### src/rtl/ibc_pkg.sv
`timescale 1ns / 1ps
`default_nettype none

package ibc_pkg;

  // Sample and result widths fixed by the sensor packet format.
  localparam int unsigned SAMPLE_W  = 16;
  localparam int unsigned GOFF_W    = 15;
  localparam int unsigned NUM_AXES  = 3;
  localparam int unsigned NUM_CH    = 2 * NUM_AXES;
  localparam int unsigned CH_W      = $clog2(NUM_CH);
  localparam int unsigned CFG_IDX_W = 2;

  typedef logic signed [SAMPLE_W-1:0] sample_t;
  typedef logic        [SAMPLE_W-1:0] word_t;
  typedef logic signed [GOFF_W-1:0]   goff_t;

  // One standard gravity in accelerometer counts.
  localparam sample_t GRAVITY_COUNTS = 16'sd16384;

  // Channel order in the accumulator and the averaging pass.
  localparam logic [CH_W-1:0] CH_ACCEL_X = 3'd0;
  localparam logic [CH_W-1:0] CH_ACCEL_Z = 3'd2;
  localparam logic [CH_W-1:0] CH_LAST    = 3'd5;

  // Configuration register indices.
  typedef enum logic [CFG_IDX_W-1:0] {
    CFG_TRIM_X = 2'd0,
    CFG_TRIM_Y = 2'd1,
    CFG_TRIM_Z = 2'd2
  } cfg_idx_e;

endpackage

`default_nettype wire

### src/rtl/ibc_if.sv
`timescale 1ns / 1ps
`default_nettype none

// Packet channel: one at-rest sample set per transfer.
interface ibc_in_if;
  logic                valid;
  logic                ready;
  ibc_pkg::sample_t    accel_x;
  ibc_pkg::sample_t    accel_y;
  ibc_pkg::sample_t    accel_z;
  ibc_pkg::sample_t    gyro_x;
  ibc_pkg::sample_t    gyro_y;
  ibc_pkg::sample_t    gyro_z;
  logic                last;

  modport source (output valid, accel_x, accel_y, accel_z, gyro_x, gyro_y, gyro_z, last,
                  input ready);
  modport sink   (input valid, accel_x, accel_y, accel_z, gyro_x, gyro_y, gyro_z, last,
                  output ready);
endinterface

// Result channel: averages and offset words for one calibration run.
interface ibc_out_if;
  logic                valid;
  logic                ready;
  ibc_pkg::sample_t    accel_avg_x;
  ibc_pkg::sample_t    accel_avg_y;
  ibc_pkg::sample_t    accel_avg_z;
  ibc_pkg::sample_t    gyro_avg_x;
  ibc_pkg::sample_t    gyro_avg_y;
  ibc_pkg::sample_t    gyro_avg_z;
  ibc_pkg::goff_t      gyro_offset_x;
  ibc_pkg::goff_t      gyro_offset_y;
  ibc_pkg::goff_t      gyro_offset_z;
  ibc_pkg::word_t      accel_offset_x;
  ibc_pkg::word_t      accel_offset_y;
  ibc_pkg::word_t      accel_offset_z;

  modport source (output valid, accel_avg_x, accel_avg_y, accel_avg_z,
                  gyro_avg_x, gyro_avg_y, gyro_avg_z,
                  gyro_offset_x, gyro_offset_y, gyro_offset_z,
                  accel_offset_x, accel_offset_y, accel_offset_z,
                  input ready);
  modport sink   (input valid, accel_avg_x, accel_avg_y, accel_avg_z,
                  gyro_avg_x, gyro_avg_y, gyro_avg_z,
                  gyro_offset_x, gyro_offset_y, gyro_offset_z,
                  accel_offset_x, accel_offset_y, accel_offset_z,
                  output ready);
endinterface

// Register write channel.
interface ibc_cfg_if;
  logic                              valid;
  logic                              ready;
  logic [ibc_pkg::CFG_IDX_W-1:0]     index;
  ibc_pkg::word_t                    data;

  modport source (output valid, index, data, input ready);
  modport sink   (input valid, index, data, output ready);
endinterface

`default_nettype wire

### src/rtl/imu_bias_calibration.sv
`timescale 1ns / 1ps
`default_nettype none

// At-rest bias calibration for a three-axis accelerometer and gyroscope.
// Packets are summed one per cycle while the block is idle and the packet
// marked last is awaited; up to MAX_PACKETS are summed and later ones are
// dropped. The last packet starts the averaging pass: the six sums, each
// SUM_W = 16 + clog2(MAX_PACKETS + 1) bits wide, go one after another
// through a single restoring divider that yields one quotient bit per cycle.
// The packet input is not ready during the pass. The result then waits in
// an output register, and the next run of packets is taken while it does.
// The user must write trim registers through the configuration channel only
// while the block is idle; the block itself does not enforce it. Writes to
// indices beyond the three trims are ignored.
module imu_bias_calibration #(
  parameter int unsigned MAX_PACKETS = 64
) (
  input  wire logic  clk_i,
  input  wire logic  rst_ni,
  ibc_in_if.sink     in_i,
  ibc_cfg_if.sink    cfg_i,
  ibc_out_if.source  out_o
);
  import ibc_pkg::*;

  localparam int unsigned CNT_W = $clog2(MAX_PACKETS + 1);
  localparam int unsigned SUM_W = SAMPLE_W + CNT_W;

  typedef enum logic [3:0] {
    S_IDLE  = 4'b0001,
    S_START = 4'b0010,
    S_WAIT  = 4'b0100,
    S_OUT   = 4'b1000
  } state_e;

  state_e                  state_q, state_d;
  logic [CH_W-1:0]         chan_q, chan_d;
  logic                    in_accept;
  logic                    load;
  sample_t                 samples [NUM_CH];
  logic signed [SUM_W-1:0] sums [NUM_CH];
  logic [CNT_W-1:0]        count;
  logic                    full;
  logic                    div_done;
  sample_t                 div_quo;
  sample_t                 avg_q [NUM_CH];
  sample_t                 trim_q [NUM_AXES];

  sample_t                 aavg [NUM_AXES];
  sample_t                 a_adj [NUM_AXES];
  sample_t                 a_div8 [NUM_AXES];
  word_t                   a_word [NUM_AXES];
  logic signed [SAMPLE_W:0] g_neg [NUM_AXES];
  logic signed [SAMPLE_W:0] g_adj [NUM_AXES];
  logic signed [SAMPLE_W:0] g_div4 [NUM_AXES];

  logic                    out_valid_q;
  sample_t                 o_aavg_q [NUM_AXES];
  sample_t                 o_gavg_q [NUM_AXES];
  goff_t                   o_goff_q [NUM_AXES];
  word_t                   o_aoff_q [NUM_AXES];

  // Packet channel handshake.
  assign in_i.ready = (state_q == S_IDLE);
  assign in_accept  = in_i.valid && in_i.ready;

  assign samples[0] = in_i.accel_x;
  assign samples[1] = in_i.accel_y;
  assign samples[2] = in_i.accel_z;
  assign samples[3] = in_i.gyro_x;
  assign samples[4] = in_i.gyro_y;
  assign samples[5] = in_i.gyro_z;

  // Trim registers.
  assign cfg_i.ready = 1'b1;

  always_ff @(posedge clk_i or negedge rst_ni) begin
    if (!rst_ni) begin
      for (int i = 0; i < NUM_AXES; i++) begin
        trim_q[i] <= '0;
      end
    end else if (cfg_i.valid && cfg_i.ready) begin
      unique case (cfg_i.index)
        CFG_TRIM_X: trim_q[0] <= sample_t'(cfg_i.data);
        CFG_TRIM_Y: trim_q[1] <= sample_t'(cfg_i.data);
        CFG_TRIM_Z: trim_q[2] <= sample_t'(cfg_i.data);
        default: ;
      endcase
    end
  end

  // Running sums.
  ibc_accum #(
    .MAX_PACKETS (MAX_PACKETS)
  ) u_accum (
    .clk_i     (clk_i),
    .rst_ni    (rst_ni),
    .acc_en_i  (in_accept && !full),
    .clear_i   (load),
    .samples_i (samples),
    .sums_o    (sums),
    .count_o   (count),
    .full_o    (full)
  );

  // Shared divider for the six averages.
  ibc_div #(
    .NUM_W (SUM_W),
    .DEN_W (CNT_W)
  ) u_div (
    .clk_i   (clk_i),
    .rst_ni  (rst_ni),
    .start_i (state_q == S_START),
    .num_i   (sums[chan_q]),
    .den_i   (count),
    .done_o  (div_done),
    .quo_o   (div_quo)
  );

  // Sequencer over the six channels.
  always_comb begin
    state_d = state_q;
    chan_d  = chan_q;
    unique case (state_q)
      S_IDLE: begin
        if (in_accept && in_i.last) begin
          state_d = S_START;
          chan_d  = CH_ACCEL_X;
        end
      end
      S_START: begin
        state_d = S_WAIT;
      end
      S_WAIT: begin
        if (div_done) begin
          if (chan_q == CH_LAST) begin
            state_d = S_OUT;
          end else begin
            state_d = S_START;
            chan_d  = chan_q + CH_W'(1);
          end
        end
      end
      S_OUT: begin
        if (load) begin
          state_d = S_IDLE;
        end
      end
      default: state_d = S_IDLE;
    endcase
  end

  always_ff @(posedge clk_i or negedge rst_ni) begin
    if (!rst_ni) begin
      state_q <= S_IDLE;
      chan_q  <= CH_ACCEL_X;
    end else begin
      state_q <= state_d;
      chan_q  <= chan_d;
    end
  end

  // Averages as they leave the divider.
  always_ff @(posedge clk_i) begin
    if (state_q == S_WAIT && div_done) begin
      avg_q[chan_q] <= div_quo;
    end
  end

  // Gravity removal and offset words.
  always_comb begin
    for (int i = 0; i < NUM_AXES; i++) begin
      aavg[i] = avg_q[i];
    end
    if (avg_q[CH_ACCEL_Z] > 0) begin
      aavg[2] = avg_q[CH_ACCEL_Z] - GRAVITY_COUNTS;
    end else begin
      aavg[2] = avg_q[CH_ACCEL_Z] + GRAVITY_COUNTS;
    end
    for (int i = 0; i < NUM_AXES; i++) begin
      // Division by 8 and by 4, rounded toward zero.
      a_adj[i]  = aavg[i] + sample_t'({{(SAMPLE_W-3){1'b0}}, {3{aavg[i][SAMPLE_W-1]}}});
      a_div8[i] = a_adj[i] >>> 3;
      a_word[i] = word_t'(trim_q[i] - a_div8[i]) | {{(SAMPLE_W-1){1'b0}}, trim_q[i][0]};
      g_neg[i]  = -{avg_q[NUM_AXES+i][SAMPLE_W-1], avg_q[NUM_AXES+i]};
      g_adj[i]  = g_neg[i] + {{(SAMPLE_W-1){1'b0}}, {2{g_neg[i][SAMPLE_W]}}};
      g_div4[i] = g_adj[i] >>> 2;
    end
  end

  // Output register; the result stays until the sink takes it.
  assign load = (state_q == S_OUT) && (!out_valid_q || out_o.ready);

  always_ff @(posedge clk_i or negedge rst_ni) begin
    if (!rst_ni) begin
      out_valid_q <= 1'b0;
    end else if (load) begin
      out_valid_q <= 1'b1;
    end else if (out_o.ready) begin
      out_valid_q <= 1'b0;
    end
  end

  always_ff @(posedge clk_i) begin
    if (load) begin
      for (int i = 0; i < NUM_AXES; i++) begin
        o_aavg_q[i] <= aavg[i];
        o_gavg_q[i] <= avg_q[NUM_AXES+i];
        o_goff_q[i] <= goff_t'(g_div4[i][GOFF_W-1:0]);
        o_aoff_q[i] <= a_word[i];
      end
    end
  end

  assign out_o.valid          = out_valid_q;
  assign out_o.accel_avg_x    = o_aavg_q[0];
  assign out_o.accel_avg_y    = o_aavg_q[1];
  assign out_o.accel_avg_z    = o_aavg_q[2];
  assign out_o.gyro_avg_x     = o_gavg_q[0];
  assign out_o.gyro_avg_y     = o_gavg_q[1];
  assign out_o.gyro_avg_z     = o_gavg_q[2];
  assign out_o.gyro_offset_x  = o_goff_q[0];
  assign out_o.gyro_offset_y  = o_goff_q[1];
  assign out_o.gyro_offset_z  = o_goff_q[2];
  assign out_o.accel_offset_x = o_aoff_q[0];
  assign out_o.accel_offset_y = o_aoff_q[1];
  assign out_o.accel_offset_z = o_aoff_q[2];

endmodule

`default_nettype wire

### src/rtl/ibc_accum.sv
`timescale 1ns / 1ps
`default_nettype none

module ibc_accum #(
  parameter int unsigned MAX_PACKETS = 64
) (
  input  wire logic                                      clk_i,
  input  wire logic                                      rst_ni,
  input  wire logic                                      acc_en_i,
  input  wire logic                                      clear_i,
  input  wire ibc_pkg::sample_t                          samples_i [ibc_pkg::NUM_CH],
  output logic signed [ibc_pkg::SAMPLE_W+$clog2(MAX_PACKETS+1)-1:0]
                                                         sums_o [ibc_pkg::NUM_CH],
  output logic        [$clog2(MAX_PACKETS+1)-1:0]        count_o,
  output logic                                           full_o
);
  import ibc_pkg::*;

  localparam int unsigned CNT_W = $clog2(MAX_PACKETS + 1);
  localparam int unsigned SUM_W = SAMPLE_W + CNT_W;

  logic signed [SUM_W-1:0] sums_q [NUM_CH];
  logic        [CNT_W-1:0] count_q;

  // Running sums and packet count; cleared when a result has been handed on.
  always_ff @(posedge clk_i or negedge rst_ni) begin
    if (!rst_ni) begin
      for (int i = 0; i < NUM_CH; i++) begin
        sums_q[i] <= '0;
      end
      count_q <= '0;
    end else if (clear_i) begin
      for (int i = 0; i < NUM_CH; i++) begin
        sums_q[i] <= '0;
      end
      count_q <= '0;
    end else if (acc_en_i) begin
      for (int i = 0; i < NUM_CH; i++) begin
        sums_q[i] <= sums_q[i] +
                     {{(SUM_W-SAMPLE_W){samples_i[i][SAMPLE_W-1]}}, samples_i[i]};
      end
      count_q <= count_q + CNT_W'(1);
    end
  end

  assign sums_o  = sums_q;
  assign count_o = count_q;
  assign full_o  = (count_q == CNT_W'(MAX_PACKETS));

endmodule

`default_nettype wire

### src/rtl/ibc_div.sv
`timescale 1ns / 1ps
`default_nettype none

// Restoring divider, one quotient bit per cycle. Divides a signed sum by an
// unsigned non-zero count, truncating toward zero.
module ibc_div #(
  parameter int unsigned NUM_W = 23,
  parameter int unsigned DEN_W = 7
) (
  input  wire logic                    clk_i,
  input  wire logic                    rst_ni,
  input  wire logic                    start_i,
  input  wire logic signed [NUM_W-1:0] num_i,
  input  wire logic        [DEN_W-1:0] den_i,
  output logic                         done_o,
  output ibc_pkg::sample_t             quo_o
);
  import ibc_pkg::*;

  localparam int unsigned CW = $clog2(NUM_W);

  logic             busy_q;
  logic             done_q;
  logic [CW-1:0]    cnt_q;
  logic [DEN_W-1:0] rem_q, rem_d;
  logic [NUM_W-1:0] quo_q, quo_d;
  logic             neg_q;
  logic [NUM_W-1:0] mag;
  logic [DEN_W:0]   trial;
  logic [DEN_W:0]   diff;
  logic             ge;
  logic [NUM_W-1:0] res;

  assign mag = num_i[NUM_W-1] ? NUM_W'(-num_i) : NUM_W'(num_i);

  // One trial subtraction of the shifted remainder.
  always_comb begin
    trial = {rem_q, quo_q[NUM_W-1]};
    diff  = trial - {1'b0, den_i};
    ge    = (trial >= {1'b0, den_i});
    rem_d = ge ? diff[DEN_W-1:0] : trial[DEN_W-1:0];
    quo_d = {quo_q[NUM_W-2:0], ge};
  end

  // Control: busy for NUM_W steps, then a one-cycle done pulse.
  always_ff @(posedge clk_i or negedge rst_ni) begin
    if (!rst_ni) begin
      busy_q <= 1'b0;
      done_q <= 1'b0;
    end else if (start_i) begin
      busy_q <= 1'b1;
      done_q <= 1'b0;
    end else if (busy_q) begin
      if (cnt_q == '0) begin
        busy_q <= 1'b0;
        done_q <= 1'b1;
      end
    end else begin
      done_q <= 1'b0;
    end
  end

  // Datapath registers.
  always_ff @(posedge clk_i) begin
    if (start_i) begin
      cnt_q <= CW'(NUM_W - 1);
      rem_q <= '0;
      quo_q <= mag;
      neg_q <= num_i[NUM_W-1];
    end else if (busy_q) begin
      cnt_q <= cnt_q - CW'(1);
      rem_q <= rem_d;
      quo_q <= quo_d;
    end
  end

  assign res    = neg_q ? (~quo_q + NUM_W'(1)) : quo_q;
  assign quo_o  = sample_t'(res[SAMPLE_W-1:0]);
  assign done_o = done_q;

endmodule

`default_nettype wire

### src/flat_wrapper.sv
// flat-port wrapper written by rule: the top's interface ports become plain ports
module imu_bias_calibration_flat import ibc_pkg::*;
#(
  parameter int unsigned MAX_PACKETS = 64
)
  (clk_i, rst_ni, in_i_valid, in_i_accel_x, in_i_accel_y, in_i_accel_z, in_i_gyro_x, in_i_gyro_y, in_i_gyro_z, in_i_last, in_i_ready, cfg_i_valid, cfg_i_index, cfg_i_data, cfg_i_ready, out_o_valid, out_o_accel_avg_x, out_o_accel_avg_y, out_o_accel_avg_z, out_o_gyro_avg_x, out_o_gyro_avg_y, out_o_gyro_avg_z, out_o_gyro_offset_x, out_o_gyro_offset_y, out_o_gyro_offset_z, out_o_accel_offset_x, out_o_accel_offset_y, out_o_accel_offset_z, out_o_ready);
  ibc_in_if in_i_i ();
  ibc_cfg_if cfg_i_i ();
  ibc_out_if out_o_i ();
  input  wire logic clk_i;
  input  wire logic rst_ni;
  input wire logic [$bits(in_i_i.valid)-1:0] in_i_valid;
  input wire logic [$bits(in_i_i.accel_x)-1:0] in_i_accel_x;
  input wire logic [$bits(in_i_i.accel_y)-1:0] in_i_accel_y;
  input wire logic [$bits(in_i_i.accel_z)-1:0] in_i_accel_z;
  input wire logic [$bits(in_i_i.gyro_x)-1:0] in_i_gyro_x;
  input wire logic [$bits(in_i_i.gyro_y)-1:0] in_i_gyro_y;
  input wire logic [$bits(in_i_i.gyro_z)-1:0] in_i_gyro_z;
  input wire logic [$bits(in_i_i.last)-1:0] in_i_last;
  output wire logic [$bits(in_i_i.ready)-1:0] in_i_ready;
  input wire logic [$bits(cfg_i_i.valid)-1:0] cfg_i_valid;
  input wire logic [$bits(cfg_i_i.index)-1:0] cfg_i_index;
  input wire logic [$bits(cfg_i_i.data)-1:0] cfg_i_data;
  output wire logic [$bits(cfg_i_i.ready)-1:0] cfg_i_ready;
  output wire logic [$bits(out_o_i.valid)-1:0] out_o_valid;
  output wire logic [$bits(out_o_i.accel_avg_x)-1:0] out_o_accel_avg_x;
  output wire logic [$bits(out_o_i.accel_avg_y)-1:0] out_o_accel_avg_y;
  output wire logic [$bits(out_o_i.accel_avg_z)-1:0] out_o_accel_avg_z;
  output wire logic [$bits(out_o_i.gyro_avg_x)-1:0] out_o_gyro_avg_x;
  output wire logic [$bits(out_o_i.gyro_avg_y)-1:0] out_o_gyro_avg_y;
  output wire logic [$bits(out_o_i.gyro_avg_z)-1:0] out_o_gyro_avg_z;
  output wire logic [$bits(out_o_i.gyro_offset_x)-1:0] out_o_gyro_offset_x;
  output wire logic [$bits(out_o_i.gyro_offset_y)-1:0] out_o_gyro_offset_y;
  output wire logic [$bits(out_o_i.gyro_offset_z)-1:0] out_o_gyro_offset_z;
  output wire logic [$bits(out_o_i.accel_offset_x)-1:0] out_o_accel_offset_x;
  output wire logic [$bits(out_o_i.accel_offset_y)-1:0] out_o_accel_offset_y;
  output wire logic [$bits(out_o_i.accel_offset_z)-1:0] out_o_accel_offset_z;
  input wire logic [$bits(out_o_i.ready)-1:0] out_o_ready;
  assign in_i_i.valid = in_i_valid;
  assign in_i_i.accel_x = in_i_accel_x;
  assign in_i_i.accel_y = in_i_accel_y;
  assign in_i_i.accel_z = in_i_accel_z;
  assign in_i_i.gyro_x = in_i_gyro_x;
  assign in_i_i.gyro_y = in_i_gyro_y;
  assign in_i_i.gyro_z = in_i_gyro_z;
  assign in_i_i.last = in_i_last;
  assign in_i_ready = in_i_i.ready;
  assign cfg_i_i.valid = cfg_i_valid;
  assign cfg_i_i.index = cfg_i_index;
  assign cfg_i_i.data = cfg_i_data;
  assign cfg_i_ready = cfg_i_i.ready;
  assign out_o_valid = out_o_i.valid;
  assign out_o_accel_avg_x = out_o_i.accel_avg_x;
  assign out_o_accel_avg_y = out_o_i.accel_avg_y;
  assign out_o_accel_avg_z = out_o_i.accel_avg_z;
  assign out_o_gyro_avg_x = out_o_i.gyro_avg_x;
  assign out_o_gyro_avg_y = out_o_i.gyro_avg_y;
  assign out_o_gyro_avg_z = out_o_i.gyro_avg_z;
  assign out_o_gyro_offset_x = out_o_i.gyro_offset_x;
  assign out_o_gyro_offset_y = out_o_i.gyro_offset_y;
  assign out_o_gyro_offset_z = out_o_i.gyro_offset_z;
  assign out_o_accel_offset_x = out_o_i.accel_offset_x;
  assign out_o_accel_offset_y = out_o_i.accel_offset_y;
  assign out_o_accel_offset_z = out_o_i.accel_offset_z;
  assign out_o_i.ready = out_o_ready;
  imu_bias_calibration #(.MAX_PACKETS(MAX_PACKETS)) u_core (.clk_i(clk_i), .rst_ni(rst_ni), .in_i(in_i_i), .cfg_i(cfg_i_i), .out_o(out_o_i));
endmodule
### config.mk
export PLATFORM = sky130hd
export DESIGN_NAME = imu_bias_calibration_flat
export DESIGN_NICKNAME = d
export VERILOG_FILES = /design/src/rtl/ibc_pkg.sv /design/src/rtl/ibc_if.sv /design/src/rtl/imu_bias_calibration.sv /design/src/rtl/ibc_accum.sv /design/src/rtl/ibc_div.sv /design/src/flat_wrapper.sv
export SDC_FILE = /design/constraint.sdc
export NUM_CORES = 1
export LEC_CHECK = 0
export BUFFER_PORTS_ARGS = -buffer_cell sky130_fd_sc_hd__buf_4
export CAP_MARGIN = 15
export CORE_MARGIN = 8
export CORE_UTILIZATION = 45
export DETAILED_ROUTE_END_ITERATION = 16
export SETUP_SLACK_MARGIN = 0.05
export SLEW_MARGIN = 20
export SYNTH_ARGS = -nofsm -noshare
export SYNTH_HDL_FRONTEND = slang
export SYNTH_SLANG_ARGS = --single-unit
### constraint.sdc
create_clock -name clk_i -period 12.66 [get_ports clk_i]
set_input_delay 1.266 -clock clk_i [delete_from_list [all_inputs] [get_ports clk_i]]
set_output_delay 1.266 -clock clk_i [all_outputs]
set_load 0.03 [all_outputs]
After elaboration in Yosys (flattened, before gate mapping)

Memory sizes are Yosys's and may differ from the RTL's.
Index checks and enable logic that the tools add are counted.
Widths: inputs -> output; s select.

Input bits: 120
Word-level logic and storage cells: 124
Flip-flop bits (word level): 239
RAM bits: 285
Memories: 5
Output and inout bits: 192

$lt $le $gt $ge: 3
Muxes and demuxes: 34
Equality and inequality tests: 13
Reductions and logical operators: 19
Bitwise gates (word level): 5
Add/subtract/negate cells: 26

Memories:

| memory          | depth | width | rd ports | clocked after Yosys merged registers in | write ports | RTL line                   | source |
|---|---|---|---|---|---|---|---|
| u_core.avg_q    | 6     | 16    | 6        | 0                                       | 1           | imu_bias_calibration.sv:46 | `sample_t avg_q [NUM_CH];` |
| u_core.o_aavg_q | 3     | 16    | 3        | 0                                       | 3           | imu_bias_calibration.sv:58 | `sample_t o_aavg_q [NUM_AXES];` |
| u_core.o_aoff_q | 3     | 16    | 3        | 0                                       | 3           | imu_bias_calibration.sv:61 | `word_t o_aoff_q [NUM_AXES];` |
| u_core.o_gavg_q | 3     | 16    | 3        | 0                                       | 3           | imu_bias_calibration.sv:59 | `sample_t o_gavg_q [NUM_AXES];` |
| u_core.o_goff_q | 3     | 15    | 3        | 0                                       | 3           | imu_bias_calibration.sv:60 | `goff_t o_goff_q [NUM_AXES];` |

Operators with widths:

| kind                   | count |
|---|---|
| $mux 138               | 2 |
| $add 23x23->23         | 6 |
| $mux 23                | 5 |
| $bmux 23 s3            | 1 |
| $add 17x2->17          | 3 |
| $neg 17->17            | 3 |
| $add 16x4->16          | 3 |
| $or 16x1->16           | 3 |
| $sub 16x13->16         | 3 |
| $mux 16                | 2 |
| $neg 23->23            | 1 |
| $mux 7                 | 3 |
| $add 16x1->16 const B  | 1 |
| $add 16x16->16 const B | 1 |
| $gt 16x1->1 const B    | 1 |
| $mux 4                 | 4 |
| $not 16->16            | 1 |
| $pmux 4 s4             | 1 |
| $sub 16x16->16 const B | 1 |
| $mux 1                 | 12 |
| $mux 3                 | 3 |
| $ge 8x7->1             | 1 |
| $reduce_bool 2->1      | 4 |
| $add 7x1->7 const B    | 1 |
| other kinds (25)       | 34 |

Depth between registers and ports, before layout

Gate-level depths: netlist of the first run.

Depth after elaboration: 7
Depth in mapped cells: 21
Depth with buffers taken out: 20

Modules after synthesis

A second synthesis of the first run with hierarchy kept.

Cells, all modules: 2859
Area, all modules: 30847.1 um2

Modules (own cells, without submodules):

| module               | instances | seq. area each (um2) | area each (um2) | cells an instance |
|---|---|---|---|---|
| imu_bias_calibration | 1         | 9960.8               | 16029.1         | 1214 |
| ibc_accum            | 1         | 3628.5               | 12037.8         | 1334 |
| ibc_div              | 1         | 1011.0               | 2780.2          | 311 |

Least setup slack after synthesis of the first run

OpenSTA, ideal clock, no wires.

Path kind: input to register
From: input out_o_ready
To: register u_core.u_accum.count_q[0], in the netlist u_core.u_accum.count_o[0]
Slack: 5.274 ns
Path buffers: 2
Library setup time: 0.083 ns
Arrival time: 7.303 ns
Stages: 8
Required time: 12.577 ns
Path through: nand2b_1 -> nand2b_1 -> clkbuf_1 -> clkinv_1 -> nor2_1 -> clkbuf_1 -> nand2_1 -> o21ai_0

Cells in the longest elaborated chain, start to end: 3
Elaborated cells on any way between the ends: 4
Classes of those cells: 1 x mux; 3 x reduce/logical

RTL lines:

| element                                     | RTL line                    | source |
|---|---|---|
| start, declared                             | flat_wrapper.sv:38          | `input wire logic [$bits(out_o_i.ready)-1:0] out_o_ready;` |
| $logic_or 1x1->1 (*)                        | imu_bias_calibration.sv:192 | `assign load = (state_q == S_OUT) && (!out_valid_q \|\| out_o.ready);` |
| $logic_and 1x1->1 (*)                       | imu_bias_calibration.sv:192 |  |
| named net u_core.load                       | imu_bias_calibration.sv:39  | `logic load;` |
| $mux 7 or $reduce_bool 2->1 (tied branches) | n/a                         |  |
| end signal, assigned                        | ibc_accum.sv:42             | `count_q <= count_q + CNT_W'(1);` |
| end, declared                               | ibc_accum.sv:23             | `logic [CNT_W-1:0] count_q;` |

Mark *: on every way through the listed nets, which the timed path passes. The rest lies on a longest branch.
A chain may end at the register's enable or synchronous reset.

==> flow_metrics.env, run 1 <==
export IMPL_yosys_cell_types_count=92
export IMPL_max_vdd_ir_drop_mv=0.111
export IMPL_hold_viol_final=0
export IMPL_overflow=0
export IMPL_synth_edf_count=309
export IMPL_final_nets=3426
export IMPL_grt_pass1_vias=22288
export IMPL_cap_violations=0
export IMPL_start_kind="register"
export IMPL_min_path_type="register to register"
export IMPL_setup_tns_ps=0
export IMPL_dp_slack_ps=7590
export IMPL_fin_skew_ps=17.7
export IMPL_finalSetupViolCount=0
export IMPL_finalCritPeriodShare=0.399
export IMPL_cts_buffers_inserted=58
export IMPL_ys_ff_latch=524
export IMPL_critical_path_max_stage_delay_ps=640
export IMPL_cts_max_level=2
export IMPL_postLayoutSetupSlackWorst_ps=7610
export IMPL_max_freq_mhz=198
export IMPL_drt_wl_total_microns=82800
export IMPL_vias=22469
export IMPL_via_per_inst=5.60
export IMPL_dp_hpwl_microns=63100
export IMPL_final_min_clock_period_ps=5050
export IMPL_synth_cell_area_sq_um=29900
export IMPL_cts_tree="done"
export IMPL_grt_max_degree=115
export IMPL_avgSynthCellArea_sq_um=10.7
export IMPL_port_buffers=310
export IMPL_path_cells="nor4_1 > a41oi_1 > ha_1 > nand4b_1 > nand2_1 > and2_1 > and3_1 > and4_1 > nand4_1 > o21ai_0 > ha_1 > nand3_1 > a2111oi_0 > a2111oi_0 > a21oi_1 > xnor2_1"
export IMPL_worstSetupEndpointType="register"
export IMPL_syn_to_final_growth_pct=18.0
export IMPL_regArea_sq_um=14600
export IMPL_coreArea_sq_um=65700
export IMPL_postRouteAntennaNets=0
export IMPL_die_h_microns=274
export IMPL_power_density_nw_per_um2=211
export IMPL_grt_first_pass_wirelength_microns=129000
export IMPL_drt_iter0_markers=1563
export IMPL_path_delay_family="compound AO/OA/AOI/OAI gates"
export IMPL_path_max_fanout=6
export IMPL_syn_inst=2784
export IMPL_dr_pass1_iters=6
export IMPL_status="finished, final reports clean"
export IMPL_clockBufferDepth=3
export IMPL_drc=0
export IMPL_grt_setup_unrepaired="false"
export IMPL_place_inst=3899
export IMPL_p_leak_nw=14.4
export IMPL_cts_resized=0
export IMPL_synth_main_ff_cell="edfxtp_1"
export IMPL_async_flop_share=0.387
export IMPL_post_cts_setup_buffer_count=0
export IMPL_syn_num_nets=3115
export IMPL_die_area_sq_um=75000
export IMPL_clk_latency_ps=630
export IMPL_clock_sinks=524
export IMPL_path_clk_slew_ps=60
export IMPL_track_usage=0.215
export IMPL_hold_buffers=0
export IMPL_routedWlPerCell_microns=20.6
export IMPL_die_width_microns=274
export IMPL_fillers=5703
export IMPL_critical_path_required_ps=13040
export IMPL_worstMarginPinSlew_ps=1070
export IMPL_multi_input_area_sq_um=14600
export IMPL_rows=94
export IMPL_arrival_ps=5430
export IMPL_slew_viol_final=0
export IMPL_cts_root_buf="clkbuf_16"
export IMPL_gp_congestion=0.883
export IMPL_crit_buf_inv=0
export IMPL_seq_area_frac_synth=0.488
export IMPL_drive_gt1_frac=0.174
export IMPL_antenna_found_initial=2
export IMPL_slew_headroom=0.286
export IMPL_path_class="register to register"
export IMPL_crit_slowest_cell="a2111oi_0"
export IMPL_io_pins=312
export IMPL_final_cells=4010
export IMPL_start_util=0.455
export IMPL_yosys_warnings=0
worst reg2reg max path: cells and delay by family, from the launching register on:
family	cells	cell delay [ps]
AND/OR/NAND/NOR	8	1650
adder cells (fa/ha/maj)	2	800
AO/OA/AOI/OAI	5	1720
XOR/XNOR	1	170
flip-flops	1	470
per-layer routing:
| metal | vias up | wire, microns | GRT usage |
|---|---|---|---|
| met2 | 525 | 40000 | 0.365 |
| met3 | 124 | 3820 | 0.0318 |
| met5 | - | 13 | 0 |
| met1 | 10919 | 36200 | 0.281 |
| met4 | 2 | 2760 | 0.0710 |
| li1 | 10899 | - | - |
cells by family after synthesis:
kind of cell	count (synthesis)	share of synthesized area
adder cells (fa/ha/maj)	214	0.0918
XOR/XNOR	290	0.0849
multiplexers	98	0.0410
other	1	0.000125
AND/OR/NAND/NOR	789	0.130
buffers and inverters	190	0.0246
AO/OA/AOI/OAI	678	0.139
flip-flops	524	0.488
cell type report:
type / count / area share
Clock inverter: 32 / 0.0108
Antenna cell: 1 / 0.0000709
Inverter: 101 / 0.0110
Timing Repair Buffer: 340 / 0.0725
Clock buffer: 78 / 0.0462
Tap cell: 864 / 0.0306
Multi-Input combinational cell: 2070 / 0.415
Sequential cell: 524 / 0.414
synthesized netlist by cell type, types with 5 or more instances:
master       n  area, sq um
o41a_1       5         56.3
dfrtp_1    202         5050
dfxtp_1     12          240
nand3b_1     6         45.0
o31ai_1     32          240
clkbuf_1    67          251
and2_1      15         93.8
nand2_1    190          713
a211oi_1    11         82.6
xor2_1     110          963
or2_2        9         56.3
buf_2        9         45.0
edfxtp_1   309         9280
and4_1       9         78.8
a21o_1      56          420
or3_1       23          144
nand4_1     15         93.8
o41ai_1      9         78.8
xnor2_1    180         1580
nor4b_1      6         52.6
o21bai_1    25          188
mux2i_1     27          270
o21ai_0    241         1210
o22ai_1      7         43.8
mux4_2      14          315
nor2b_1     29          181
o21a_1      26          195
o2111ai_1    5         43.8
nor4_1      12         75.1
nand3_1    168          841
o211ai_1     6         45.0
inv_1      100          375
mux2_2      57          642
or4_1        8         60.1
fa_1        10          200
buf_1        9         33.8
nand2b_1    29          181
and3_1      19          119
a31oi_1     31          194
ha_1       201         2510
nor2_1     166          623
a21oi_1    162          811
nor3_1      62          310
a222oi_1     8         80.1
registers in the layout, indices dropped and copies added (netlist names), 4 cells and up:
| register | count |
|---|---|
| u_core.trim_q | 48 |
| u_core.u_div.cnt_q | 5 |
| u_core.o_goff_q | 45 |
| u_core.o_gavg_q | 48 |
| u_core.u_accum.count_o | 7 |
| u_core.avg_q | 96 |
| u_core.state_q | 4 |
| u_core.u_div.quo_q | 23 |
| u_core.u_accum.sums_o | 138 |
| u_core.u_div.rem_q | 7 |
| u_core.o_aoff_q | 48 |
| u_core.o_aavg_q | 48 |
final timing paths:
check                                    startpoint                   endpoint  slack (ps)  depth (start not counted)
worst max register to register  u_core.avg_q[2][11]     u_core.o_aoff_q[0][47]        7610                         16
worst min register to register   u_core.avg_q[1][0]     u_core.o_aavg_q[0][16]         460                          0
max in group asynchronous                    rst_ni           u_core.chan_q[0]       10560                          2
min in group asynchronous                    rst_ni  u_core.u_accum.sums_o[75]         630                          1
worst min-delay path             u_core.avg_q[1][0]     u_core.o_aavg_q[0][16]         460                          0
worst max-delay path            u_core.avg_q[2][11]     u_core.o_aoff_q[0][47]        7610                         16
where the power goes:
part	internal (W)	leakage, nW	switching, W
sequential	0.00225	5.40	0.000373
combinational	0.00130	8.04	0.00177
clock	0.00105	0.988	0.000710
total	0.00460	14.4	0.00285
cells in the final DEF, fill, tap and decap left out, drive strengths merged, types with 7 or more instances in the layout:
cell type / n
o21bai: 25
nor2: 168
nor2b: 29
inv: 101
nand3: 168
and4: 9
o31ai: 32
a31oi: 31
a21o: 56
mux4: 14
or2: 10
o41ai: 10
clkbuf: 79
nand2b: 29
xnor2: 180
a21oi: 162
dfxtp: 12
o21ai: 246
nand2: 190
xor2: 110
a211oi: 11
and3: 19
or4: 9
bufinv: 7
or3: 25
mux2i: 27
dfrtp: 202
o22ai: 7
nor4: 13
clkinv: 24
edfxtp: 309
a222oi: 8
and2: 15
nand4: 15
buf: 339
mux2: 57
o21a: 26
fa: 10
nor3: 64
ha: 201
stage by stage:
step	hold WS (ps)	utilization	cell area, sq um	total power [W]
2_1_floorplan	421	-	29900	0.00477
3_3_place_gp	437	0.506	33300	0.00562
3_5_place_dp	445	0.506	33300	0.00571
4_1_cts	459	0.537	35300	0.00750
5_1_grt	481	0.537	35300	0.00796
6_report	459	0.537	35300	0.00745
Note: power is estimated with default switching activity, not from simulation.
==> run 2: changes to the inputs <==
PLACE_DENSITY = 0.66   (was not set)
clock period = 4.07 ns   (was 12.66 ns; I/O delays follow)
==> flow_metrics.env, run 2 (same netlist as run 1, synthesis figures left out) <==
export IMPL_grt_pass1_vias=23171
export IMPL_cts_buffers_inserted=56
export IMPL_dp_hpwl_microns=63400
export IMPL_rows=94
export IMPL_place_inst=3999
export IMPL_cap_violations=0
export IMPL_r2r_slack_ps=-130
export IMPL_worstSetupEndpointType="register"
export IMPL_final_min_clock_period_ps=4200
export IMPL_fin_skew_ps=27.7
export IMPL_violations="setup timing"
export IMPL_dp_slack_ps=-297
export IMPL_path_clk_slew_ps=60
export IMPL_fin_area_sq_um=36600
export IMPL_hold_path_end="u_core.trim_q[12]"
export IMPL_syn_to_final_growth_pct=22.4
export IMPL_via_per_inst=5.59
export IMPL_die_h_microns=274
export IMPL_start_util=0.455
export IMPL_cts_tree="done"
export IMPL_die_area_sq_um=75000
export IMPL_rr_worst_depth=20
export IMPL_final_common_cell="buf_4"
export IMPL_gp_congestion=0.906
export IMPL_max_freq_mhz=238
export IMPL_setup_tns_ps=-128
export IMPL_routedWlPerCell_microns=20.2
export IMPL_drive_gt1_frac=0.227
export IMPL_dr_pass1_iters=5
export IMPL_status="finished with violations"
export IMPL_clockBufferDepth=3
export IMPL_drt_wl_total_microns=83500
export IMPL_p_leak_nw=15.1
export IMPL_r2r_end="u_core.o_aoff_q[0][46]"
export IMPL_grt_max_degree=128
export IMPL_max_vdd_ir_drop_mv=0.391
export IMPL_power_w=0.0232
export IMPL_whs_path_depth=2
export IMPL_largest_reg_flops=138
export IMPL_rr_startpoint="u_core.avg_q[2][11]"
export IMPL_grt_first_pass_wirelength_microns=129000
export IMPL_critical_path_required_ps=4440
export IMPL_min_from="cfg_i_data[12]"
export IMPL_slew_viol_final=0
export IMPL_die_width_microns=274
export IMPL_port_buffers=310
export IMPL_worstMarginPinSlew_ps=1130
export IMPL_arrival_ps=4570
export IMPL_vias=23135
export IMPL_overflow=0
export IMPL_postRouteAntennaNets=0
export IMPL_final_cells=4137
export IMPL_clock_sinks=524
export IMPL_antenna_found_initial=2
export IMPL_clk_latency_ps=620
export IMPL_cts_max_level=2
export IMPL_drc=0
export IMPL_grt_setup_unrepaired="true"
export IMPL_path_max_fanout=4
export IMPL_drt_iter0_markers=1848
export IMPL_io_pins=312
export IMPL_path_class="register to register"
export IMPL_placed_area_sq_um=34100
export IMPL_layout_common_cells="buf_4 (467), edfxtp_1 (309), o21ai_0 (236)"
export IMPL_hold_viol_final=0
export IMPL_finalSetupViolCount=2
export IMPL_power_density_nw_per_um2=633
export IMPL_start_kind="register"
export IMPL_postLayoutSetupSlackWorst_ps=-126
export IMPL_track_usage=0.215
export IMPL_slew_headroom=0.240
export IMPL_min_path_type="input pin to register"
export IMPL_coreArea_sq_um=65700
export IMPL_cts_root_buf="clkbuf_16"
export IMPL_finalCritPeriodShare=1.03
export IMPL_final_nets=3556
[run 2: changes by cell type in the layout (fill, tap and decap cells not counted), sizes merged]
cell / previous run / this run
clkinv: 24 / 16
clkbuf: 79 / 82
dlygate4sd3: 0 / 1
bufinv: 7 / 4
buf: 339 / 470
clkinvlp: 1 / 2
inv: 101 / 103
[run 2: critical path: stages, from the launching register on]
cell	delay, ps
edfxtp_1	440
nor4_4	320
a41oi_2	190
ha_1	360
nand4b_1	110
nand2_1	130
and2_4	160
and3_4	190
nand2_2	50
xor2_1	150
ha_1	370
inv_1	70
o21bai_1	220
a21oi_2	100
o21bai_1	170
a21oi_2	90
o21ai_2	170
nor4_2	70
o41ai_1	340
a21oi_1	130
xnor2_1	130
[run 2: how the worst max path moves through the flow]
stage	startpoint	end	slack (ps)	cells past startpoint
after global routing	u_core.avg_q[2][7]	u_core.o_aoff_q[0][46]	-320	20
after CTS	u_core.avg_q[2][13]	u_core.o_aoff_q[0][46]	-30	20
after floorplan	u_core.avg_q[2][3]	u_core.o_aoff_q[0][47]	-20	20
final	u_core.avg_q[2][11]	u_core.o_aoff_q[0][46]	-130	20
after global placement	u_core.avg_q[2][3]	u_core.o_aoff_q[0][46]	-160	19
after detailed placement	u_core.avg_q[2][13]	u_core.o_aoff_q[0][46]	-300	19
[run 2: repair_timing]
action / 4_1_cts / 5_1_grt
hold buffers: 1 / 0
setup endpoints to repair: 11 / 20
gates resized for setup: 42 / 48
hold endpoints to repair: 93 / 0
pin swaps: 34 / 51
buffers inserted: 23 / 17
gates cloned: 0 / 0
[run 2: cell type report]
type / count / area, sq um
diodes: 1 / 2.50
clock buffers: 81 / 1610
clock inverters: 24 / 277
fillers: 5486 / 29100
inverters: 101 / 387
multi-input cells: 2070 / 15100
flip-flops and latches: 524 / 14600
well taps: 864 / 1080
repair buffers: 472 / 3580
[run 2: through the flow]
step	hold WS (ps)	util
floorplan	111	-
CTS	25.8	0.552
detailed placement	445	0.518
finish	56.9	0.557
global route	39.8	0.557
global placement	444	0.518
[run 2: metal layers]
| layer | track usage | wire length (microns) |
|---|---|---|
| met2 | 0.371 | 40500 |
| met4 | 0.0831 | 3220 |
| met5 | 0 | 25 |
| met1 | 0.269 | 34900 |
| met3 | 0.0355 | 4800 |
[run 2: report_power, final]
part	switching, W	internal [W]
Clock	0.00214	0.00302
Combinational	0.00559	0.00429
Sequential	0.00115	0.00699
